**config.mk**
```make
export PLATFORM = sky130hd
export DESIGN_NAME = sida_serializer
export DESIGN_NICKNAME = d
export VERILOG_FILES = /design/src/rtl/sida_pkg.sv /design/src/rtl/sida_serializer.sv
export VERILOG_INCLUDE_DIRS = /design/src /design/src/rtl
export SDC_FILE = /design/constraint.sdc
export NUM_CORES = 1
export LEC_CHECK = 0
export ABC_CLOCK_PERIOD_IN_PS = 3800
export BUFFER_PORTS_ARGS = -buffer_cell sky130_fd_sc_hd__buf_2
export CAP_MARGIN = 20
export CORE_MARGIN = 3
export CORE_UTILIZATION = 48
export DETAILED_ROUTE_END_ITERATION = 6
export PLACE_DENSITY = 0.79
export SLEW_MARGIN = 0
export SYNTH_ARGS = -nofsm -noshare
export SYNTH_HDL_FRONTEND = slang
export SYNTH_SLANG_ARGS = --single-unit
export TNS_END_PERCENT = 100
```
**constraint.sdc**
```tcl
create_clock -name clock -period 3.8 [get_ports clock]
set_clock_uncertainty 0.05 [all_clocks]
set_input_delay 0.38 -clock clock [delete_from_list [all_inputs] [get_ports clock]]
set_output_delay 0.38 -clock clock [all_outputs]
set_load 0.005 [all_outputs]
```
**src/rtl/signed_int_to_decimal_ascii_core_defines.svh**
```systemverilog
// Assertion macros shared by the decimal ASCII converter RTL.
// Included by modules that carry concurrent assertions.
`ifndef SIGNED_INT_TO_DECIMAL_ASCII_CORE_DEFINES_SVH
`define SIGNED_INT_TO_DECIMAL_ASCII_CORE_DEFINES_SVH

// Implication checked on every clock edge outside reset
`define SIDA_ASSERT_IMP(label, clk, rst, ante, cons, msg) \
   label: assert property (@(posedge clk) disable iff (rst) (ante) |-> (cons)) \
      else $error(msg);

// Next-cycle implication checked outside reset
`define SIDA_ASSERT_NEXT(label, clk, rst, ante, cons, msg) \
   label: assert property (@(posedge clk) disable iff (rst) (ante) |=> (cons)) \
      else $error(msg);

`endif

```
**src/rtl/sida_pkg.sv**
```systemverilog
// Package for the decimal ASCII converter: widths, character codes, stage types.
// No dependencies.
`timescale 1ns / 1ps
package sida_pkg;
   localparam int ValueWidth = 32;
   localparam int NumDigits  = 10;
   localparam int DigitWidth = 4;
   localparam int CountWidth = 4;
   localparam logic [7:0] CharMinus = 8'd45;
   localparam logic [7:0] CharZero  = 8'd48;

   typedef logic [DigitWidth-1:0] digit_type;
   typedef digit_type [NumDigits-1:0] digits_type;

   // item as it moves through the digit pipeline
   typedef struct packed {
      logic                  neg;
      logic [ValueWidth-1:0] rem;
      digits_type            digits;
   } conv_type;

   // divide a 32-bit magnitude by ten: reciprocal multiply, exact for all inputs
   function automatic logic [ValueWidth-1:0] div10(input logic [ValueWidth-1:0] x);
      logic [ValueWidth+34:0] prod;
      prod = (ValueWidth+35)'(x) * (ValueWidth+35)'(33'h0CCCCCCCD);
      return prod[ValueWidth+34 -: ValueWidth];
   endfunction
endpackage

```
**src/rtl/sida_serializer.sv**
```systemverilog
// Emits the digits of one finished item as characters, one per cycle while rsp_stall is low.
// Depends on sida_pkg and the assertion macro header.
`timescale 1ns / 1ps
`include "signed_int_to_decimal_ascii_core_defines.svh"
module sida_serializer (
   input  logic                clock,
   input  logic                reset,
   input  logic                in_valid,
   input  sida_pkg::conv_type  in_data,
   output logic                in_stall,
   output logic                rsp_valid,
   input  logic                rsp_stall,
   output logic [7:0]          rsp_char_code,
   output logic                rsp_last,
   output logic [3:0]          rsp_char_count
);
   logic                 busy_ff, busy_in;
   logic                 sign_ff, sign_in;
   logic [3:0]           idx_ff, idx_in;     // digit index, counts down
   logic [3:0]           total_ff, total_in;
   sida_pkg::digits_type dig_ff, dig_in;
   logic [3:0]           nd;
   logic                 fire, take;

   // count of significant digits
   always_comb begin
      nd = 4'd1;
      for (int i = 1; i < sida_pkg::NumDigits; i++)
         if (in_data.digits[sida_pkg::NumDigits-1-i] != '0) nd = 4'(i + 1);
   end

   assign fire     = busy_ff && !rsp_stall;
   assign take     = in_valid && (!busy_ff || (fire && !sign_ff && idx_ff == 4'd0));
   assign in_stall = !(!busy_ff || (fire && !sign_ff && idx_ff == 4'd0));

   always_comb begin
      busy_in = busy_ff; sign_in = sign_ff; idx_in = idx_ff;
      total_in = total_ff; dig_in = dig_ff;
      if (fire) begin
         if (sign_ff) sign_in = 1'b0;
         else if (idx_ff == 4'd0) busy_in = 1'b0;
         else idx_in = idx_ff - 4'd1;
      end
      if (take) begin
         busy_in  = 1'b1;
         sign_in  = in_data.neg;
         idx_in   = nd - 4'd1;
         total_in = nd + {3'd0, in_data.neg};
         // after the pipeline digits[k] holds the 10^(9-k) digit, so dig_in[k] gets the 10^k digit
         for (int i = 0; i < sida_pkg::NumDigits; i++)
            dig_in[i] = in_data.digits[sida_pkg::NumDigits-1-i];
      end
   end

   always_ff @(posedge clock) begin
      if (reset) begin
         busy_ff <= 1'b0;
      end else begin
         busy_ff <= busy_in;
      end
      sign_ff <= sign_in; idx_ff <= idx_in; total_ff <= total_in; dig_ff <= dig_in;
   end

   assign rsp_valid      = busy_ff;
   assign rsp_char_code  = sign_ff ? sida_pkg::CharMinus
                                   : sida_pkg::CharZero + {4'd0, dig_ff[idx_ff]};
   assign rsp_last       = !sign_ff && idx_ff == 4'd0;
   assign rsp_char_count = rsp_last ? total_ff : 4'd0;

   `SIDA_ASSERT_IMP(a_last_count, clock, reset, rsp_valid && rsp_last,
      rsp_char_count != 4'd0, "last char without count")
   `SIDA_ASSERT_NEXT(a_hold, clock, reset, rsp_valid && rsp_stall,
      rsp_valid && $stable(rsp_char_code), "stalled char changed")
   `SIDA_ASSERT_IMP(a_idx, clock, reset, rsp_valid, idx_ff < 4'd10, "digit index range")
endmodule
```
==> results.md, run 1 <==
* Post-DP Area at 2670 µm²
* I/O pin count at 92
* Synth Instances at 150
* RSZ-0062 raised after global routing: false
* Flop-to-flop setup slack at 0.97 ns
* WS Path Type: flop to flop
* Die W at 75.8 µm
* NumNets Final at around 290
* First-pass GRT wire length at 6.71 mm
* PostCTS Resize Cnt at 0
* Core Region at 4530 µm²
* H-Tree Depth at 2
* Num CTS Buffers at 5
* Post-DR wirelength/cell at 16.0 µm
* Initial Utilization at 51.6%
* Clock tree buffer depth at 2
* Final Hold Fails at 0
* Routed WL at 4.39 mm
* Worst slew margin at 43.5%
* TritonCTS Sinks at 50
* Max Freq at 354 MHz
* Router iterations before antenna repair at 4
* Die area at approximately 5700 µm²
* Setup tns final at 0 ns
* Initial antenna violation count at 0
* Worst Hold Class: primary input to flop
* Critical R2R Capture: dig_ff[16]
* DR vias/cell at 5.33
* Port bufs at 56
* ANT nets after route at 0
* Worst-Margin Slew at 0.847 ns
* Period utilisation layout at 74.4%
* Max-cap violations at 0
* Initial DRC count at 77
* Hold Crit Endpoint: rsp_valid
* Warnings from Yosys at 0
* Synth Register Bits at 50
* Final min period at 2.83 ns
* Via Count at 1460
* Dpl ws at around 0.92 ns
* Clk slew on worst S/H paths at 0.09 ns
* CTS root buffer: clkbuf_8
* Critical path arrival at 2.74 ns
* Cell variety after synth at 39
* Grt ovf at 0
* Min-delay src: reset
* Lkg Pwr at 1.02 nW
* Syn Std Cell Area at ~2300 µm²
* Hold Path Depth at 2
* Antenna diodes at 0
* Crit-path max FO at 32
* Req. time, crit path at ~3.7 ns
* Placer congestion estimate at 0.803
* GRT Total Usage at 16.4%
* R2R Path Start: idx_ff[0]
* Site Rows at 24
* Total power of the final layout at 1.19 mW
* Synth-to-layout area growth at 17.9%
* Post-route setup slack at 0.972 ns
* Clk Latency, worst-skew pair at about 0.3 ns
* Setup violators final at 0
* Slew Viols, Final at 0
* Setup bufs post-CTS at 0
* Die Ht at approximately 76 µm
* Hold buffer count at CTS at 0
* Startpoint Class: flop
* R2R cell count at 4
* Fin util at 60.8%
* Status: completed
* Peak VDD IR at 0.274 mV
* Remaining DRCs at 0
* Pwr/cell area at 433 nW/µm²
* Largest net degree at the start of global routing at 33
* Synthesized area per cell at between 15 and 20 µm²
* CTS tree: yes
* Sequential share of the synthesized area at 63.7%
* Ratio of cells with drive above 1 in the final layout at 42.6%
* Vias in the first global route at 1411
* CP Capture Type: flop
* Fin area at 2760 µm²
* DP HPWL at 3.39 mm
==> worst max-delay path: stages (launching register included) <==
cell	delay [ns]
edfxtp_1	0.74
nor4_4	0.51
a31oi_4	0.21
inv_1	0.50
buf_4	0.47
==> cells in the mapped netlist, drive strengths merged <==
library cell	n	area share, %
a2111oi	1	0.64
a211oi	1	0.32
a21oi	10	2.1
a31oi	1	0.91
and2	1	0.27
and3	4	1.3
buf	6	1.9
clkbuf	1	0.16
conb	2	0.32
dfxtp	1	0.86
edfxtp	49	63
ha	3	1.6
inv	6	0.96
mux2	4	1.9
mux2i	5	2.1
mux4	8	7.7
nand2	4	0.64
nand2b	1	0.27
nand3	1	0.21
nor2	11	1.8
nor2b	2	0.53
nor3b	1	0.32
nor4	8	3.3
o211ai	1	0.32
o21a	1	0.32
o21ai	4	1.0
o21bai	1	0.32
o22ai	1	0.27
o311ai	1	1.1
o41ai	1	0.37
or4	6	2.1
xnor2	2	0.75
xor2	1	0.37
==> metrics by stage <==
| stage | hold WS, ns | std cells |
|---|---|---|
| 2_1_floorplan | 0.402 | 151 |
| 3_5_place_dp | 0.491 | 266 |
| 6_report | 0.178 | 274 |
| 5_1_grt | 0.172 | 274 |
| 4_1_cts | 0.169 | 274 |
| 3_3_place_gp | 0.487 | 266 |
==> cell families after synthesis <==
| logic type | Yosys count | synth area share, % |
|---|---|---|
| multiplexers | 17 | 11.8 |
| buffers and inverters | 13 | 2.99 |
| other | 2 | 0.321 |
| XOR/XNOR | 3 | 1.12 |
| AND/OR/NAND/NOR | 39 | 10.7 |
| adder cells (fa/ha/maj) | 3 | 1.60 |
| AO/OA/AOI/OAI | 23 | 7.75 |
| flip-flops | 50 | 63.7 |
==> registers in the layout, summed over array words and instances, names as in the netlist <==
name,cells
sign_ff,1
total_ff,4
idx_ff,4
rsp_valid,1
dig_ff,40
==> routing by layer <==
| layer | track usage, % | wire length, µm | vias up |
|---|---|---|---|
| met5 | 0 | 0 | - |
| met4 | 6.41 | 61 | 0 |
| met3 | 4.62 | 254 | 8 |
| met2 | 27.5 | 2240 | 53 |
| met1 | 20.1 | 1830 | 693 |
| li1 | - | - | 706 |
==> cell type report <==
cell class                      instances  area, µm²
Sequential cell                        50       1490
Multi-Input combinational cell         88        782
Fill cell                             367       1780
Tap cell                               65       81.3
Inverter                                6       22.5
Timing Repair Buffer                   57        288
Clock buffer                            5       68.8
Clock inverter                          3       23.8
==> report_power, final <==
| group | internal (mW) | switching, mW |
|---|---|---|
| logic | 0.0971 | 0.0877 |
| registers | 0.656 | 0.0444 |
| clock network | 0.132 | 0.177 |
| total | 0.885 | 0.309 |
==> layout by cell type (no fill, tap or decap), drive strengths merged, types with 4 or more instances in the layout <==
cell type,synthesis,layout
nor2,11,11
mux2i,5,5
clkbuf,1,5
mux2,4,4
a21oi,10,10
o21ai,4,4
or4,6,6
edfxtp,49,49
mux4,8,8
inv,6,7
and3,4,4
nand2,4,4
buf,6,57
nor4,8,8
==> how the worst max path moves through the flow <==
stage | from | end | slack, ns | cells past startpoint
2_1_floorplan | idx_ff[2] | idx_ff[2] | 0.91 | 7
3_3_place_gp | idx_ff[0] | idx_ff[2] | 0.99 | 6
3_5_place_dp | idx_ff[0] | dig_ff[20] | 0.92 | 4
4_1_cts | idx_ff[0] | dig_ff[16] | 0.92 | 4
5_1_grt | idx_ff[0] | idx_ff[2] | 0.73 | 6
6_report | idx_ff[0] | dig_ff[16] | 0.97 | 4
Power figures use the tool's default switching activity.
==> inputs of run 2 (changes only) <==
- ABC_CLOCK_PERIOD_IN_PS: 3800 -> 2400
- CORE_UTILIZATION: 48 -> 44
- PLACE_DENSITY: 0.79 -> 0.76
- clock period: 3.8 -> 2.4 ns (I/O delays scaled with it)
==> results.md, run 2 (synthesized netlist as in run 1, its figures left out) <==
* Status: completed
* Die Ht at 78.9 µm (+4.1%)
* TritonCTS Sinks at 50 (unchanged)
* Max Freq at 439 MHz
* Setup tns final at 0 ns (unchanged)
* Clk slew on worst S/H paths at 0.09 ns (about the same)
* Port bufs at 56 (unchanged)
* Remaining DRCs at 0 (unchanged)
* Top flop regs: dig_ff x40, idx_ff x4, total_ff x4
* H-Tree Depth at 2 (unchanged)
* Core Region at 4940 µm² (+9.0%)
* Post-DR wirelength/cell at 15.3 µm (-4.8%)
* Final min period at 2.28 ns
* Synth-to-layout area growth at 23.4%
* Period utilisation layout at between 90% and 100%
* DR vias/cell at 5.21 (-2.3%)
* Cell internal pwr at 1.53 mW (+73%)
* Fin util at 58.4% (-2.4 points)
* Initial antenna violation count at 0 (unchanged)
* Seq pwr share at 53.1% (-5.5 points)
* Largest net degree at the start of global routing at 20 (-39%)
* Clock tree buffer depth at 2 (unchanged)
* Crit-path max FO at 14 (-56%)
* RSZ-0062 raised after global routing: false
* Vias in the first global route at 1511 (+7.1%)
* Final instance count without filler cells at 289 (+5.5%)
* CP Capture Type: output port
* Critical path arrival at 1.99 ns (-0.75 ns)
* Worst Hold Class: primary input to flop
* Placer congestion estimate at 0.805 (+0.30%)
* Setup violators final at 0 (unchanged)
* Startpoint Class: flop
* WS Path Type: flop to output port
* Routed WL at 4.41 mm (+0.36%)
* CTS root buffer: clkbuf_8
* Via Count at 1505 (+3.1%)
* Commonest cells after routing, fill and taps aside: 56 x buf_2, 49 x edfxtp_1, 13 x buf_4, 11 x nor2_1, 9 x a21oi_1
* Die area at 6230 µm² (+8.4%)
* Initial DRC count at 101 (+31%)
* Post-DP Area at 2780 µm² (+4.1%)
* First-pass GRT wire length at 7.28 mm (+8.5%)
* P_sw at 0.474 mW (+53%)
* Grt ovf at 0 (unchanged)
* Critical-path top delay cell: mux4_2
* Num CTS Buffers at 5 (unchanged)
* Ratio of cells with drive above 1 in the final layout at 47.3% (+4.7 points)
* DP HPWL at 3.41 mm (+0.62%)
* Worst slew margin at 66.9% (+23 points)
* Clk Latency, worst-skew pair at 0.29 ns (about the same)
* Antenna diodes at 0 (unchanged)
* GRT Total Usage at 15.5% (-0.88 points)
* Max incr delay on CP at 0.54 ns (-0.20 ns)
* Biggest register: dig_ff
* Hold buffer count at CTS at 0 (unchanged)
* ANT nets after route at 0 (unchanged)
* Clock Power Share at 28.1% (+2.2 points)
* Initial Utilization at 47.3% (-4.3 points)
* NumNets Final at 301 (+4.5%)
* Lkg Pwr at 1.10 nW (+7.3%)
* Final Hold Fails at 0 (unchanged)
* Die W at 78.9 µm (+4.1%)
* Worst-Margin Slew at 0.491 ns (-0.356 ns)
* Total power of the final layout at 2.00 mW (+68%)
* CTS tree: yes
* Peak VDD IR at 0.450 mV (+64%)
* Most common cell after layout, fill and taps aside: buf_2
* Max-cap violations at 0 (unchanged)
* Pwr/cell area at 694 nW/µm² (+60%)
* Req. time, crit path at 2.11 ns (-1.61 ns)
* Crit path top cell by count: nor2_1
* Fin area at 2890 µm² (+4.7%)
* Crit path cell chain: buf_6 -> mux4_2 -> mux2i_1 -> nor2_1 -> a21oi_1 -> nor2_1 -> buf_2
* Sw Ratio at 23.7% (-2.2 points)
* Router iterations before antenna repair at 4 (unchanged)
* Site Rows at 25 (+4.2%)
* I/O pin count at 92 (unchanged)
* Slew Viols, Final at 0 (unchanged)
* Inst Count DP at 281 (+5.6%)
* Part of the power in combinational logic at 18.8% (+3.3 points)
* Largest register FFs at 40 (unchanged)
-- run 2: metal layers --
metal  vias to the layer above  GRT usage, %  share of wire [%]
met2                        51          25.9                 52
met1                       714          20.5                 41
met5                         -             0                  0
li1                        735             -                  -
met3                         5          3.17                5.5
met4                         0          5.15                1.4
-- run 2: final cells by class --
| class | count | area [µm²] |
|---|---|---|
| Fill cell | 405 | 2050 |
| Inverter | 6 | 26.3 |
| Clock inverter | 3 | 40.0 |
| Sequential cell | 50 | 1490 |
| Tap cell | 67 | 83.8 |
| Multi-Input combinational cell | 88 | 788 |
| Clock buffer | 5 | 68.8 |
| Timing Repair Buffer | 70 | 389 |
-- run 2: worst paths after layout --
kind | start | end | slack [ns] | cells after the start
setup reg to reg | idx_ff[3] | idx_ff[1] | 0.20 | 7
hold / removal | reset | rsp_valid | 0.04 | 2
hold reg to reg | rsp_valid | rsp_valid | 0.60 | 4
setup / recovery | idx_ff[0] | rsp_char_code[1] | 0.12 | 7
-- run 2: timing repair --
action / CTS / global route
gates resized for setup: 0 / 1
setup endpoints to repair: 0 / 2
buffers inserted: 0 / 0
-- run 2: critical path, delay by kind of cell (launching register included) --
family                 cells  cell delay, ns
buffers and inverters      2            0.35
AO/OA/AOI/OAI              1            0.11
flip-flops                 1            0.42
multiplexers               2            0.69
AND/OR/NAND/NOR            2            0.11
-- run 2: power by group through the flow --
stage	Combinational [mW]	Sequential (mW)	Clock, mW
finish	0.377	1.06	0.562
detailed placement	0.377	1.08	0
CTS	0.379	1.06	0.577
global route	0.415	1.07	0.617
global placement	0.371	1.08	0
floorplan	0.234	1.08	0
-- run 2: through the flow --
stage	hold WS, ns	worst slack, ns
detailed placement	0.355	0.0741
global placement	0.348	0.0794
floorplan	0.262	-0.00533
global route	0.0464	0.00627
finish	0.0352	0.124
CTS	0.0315	0.0382
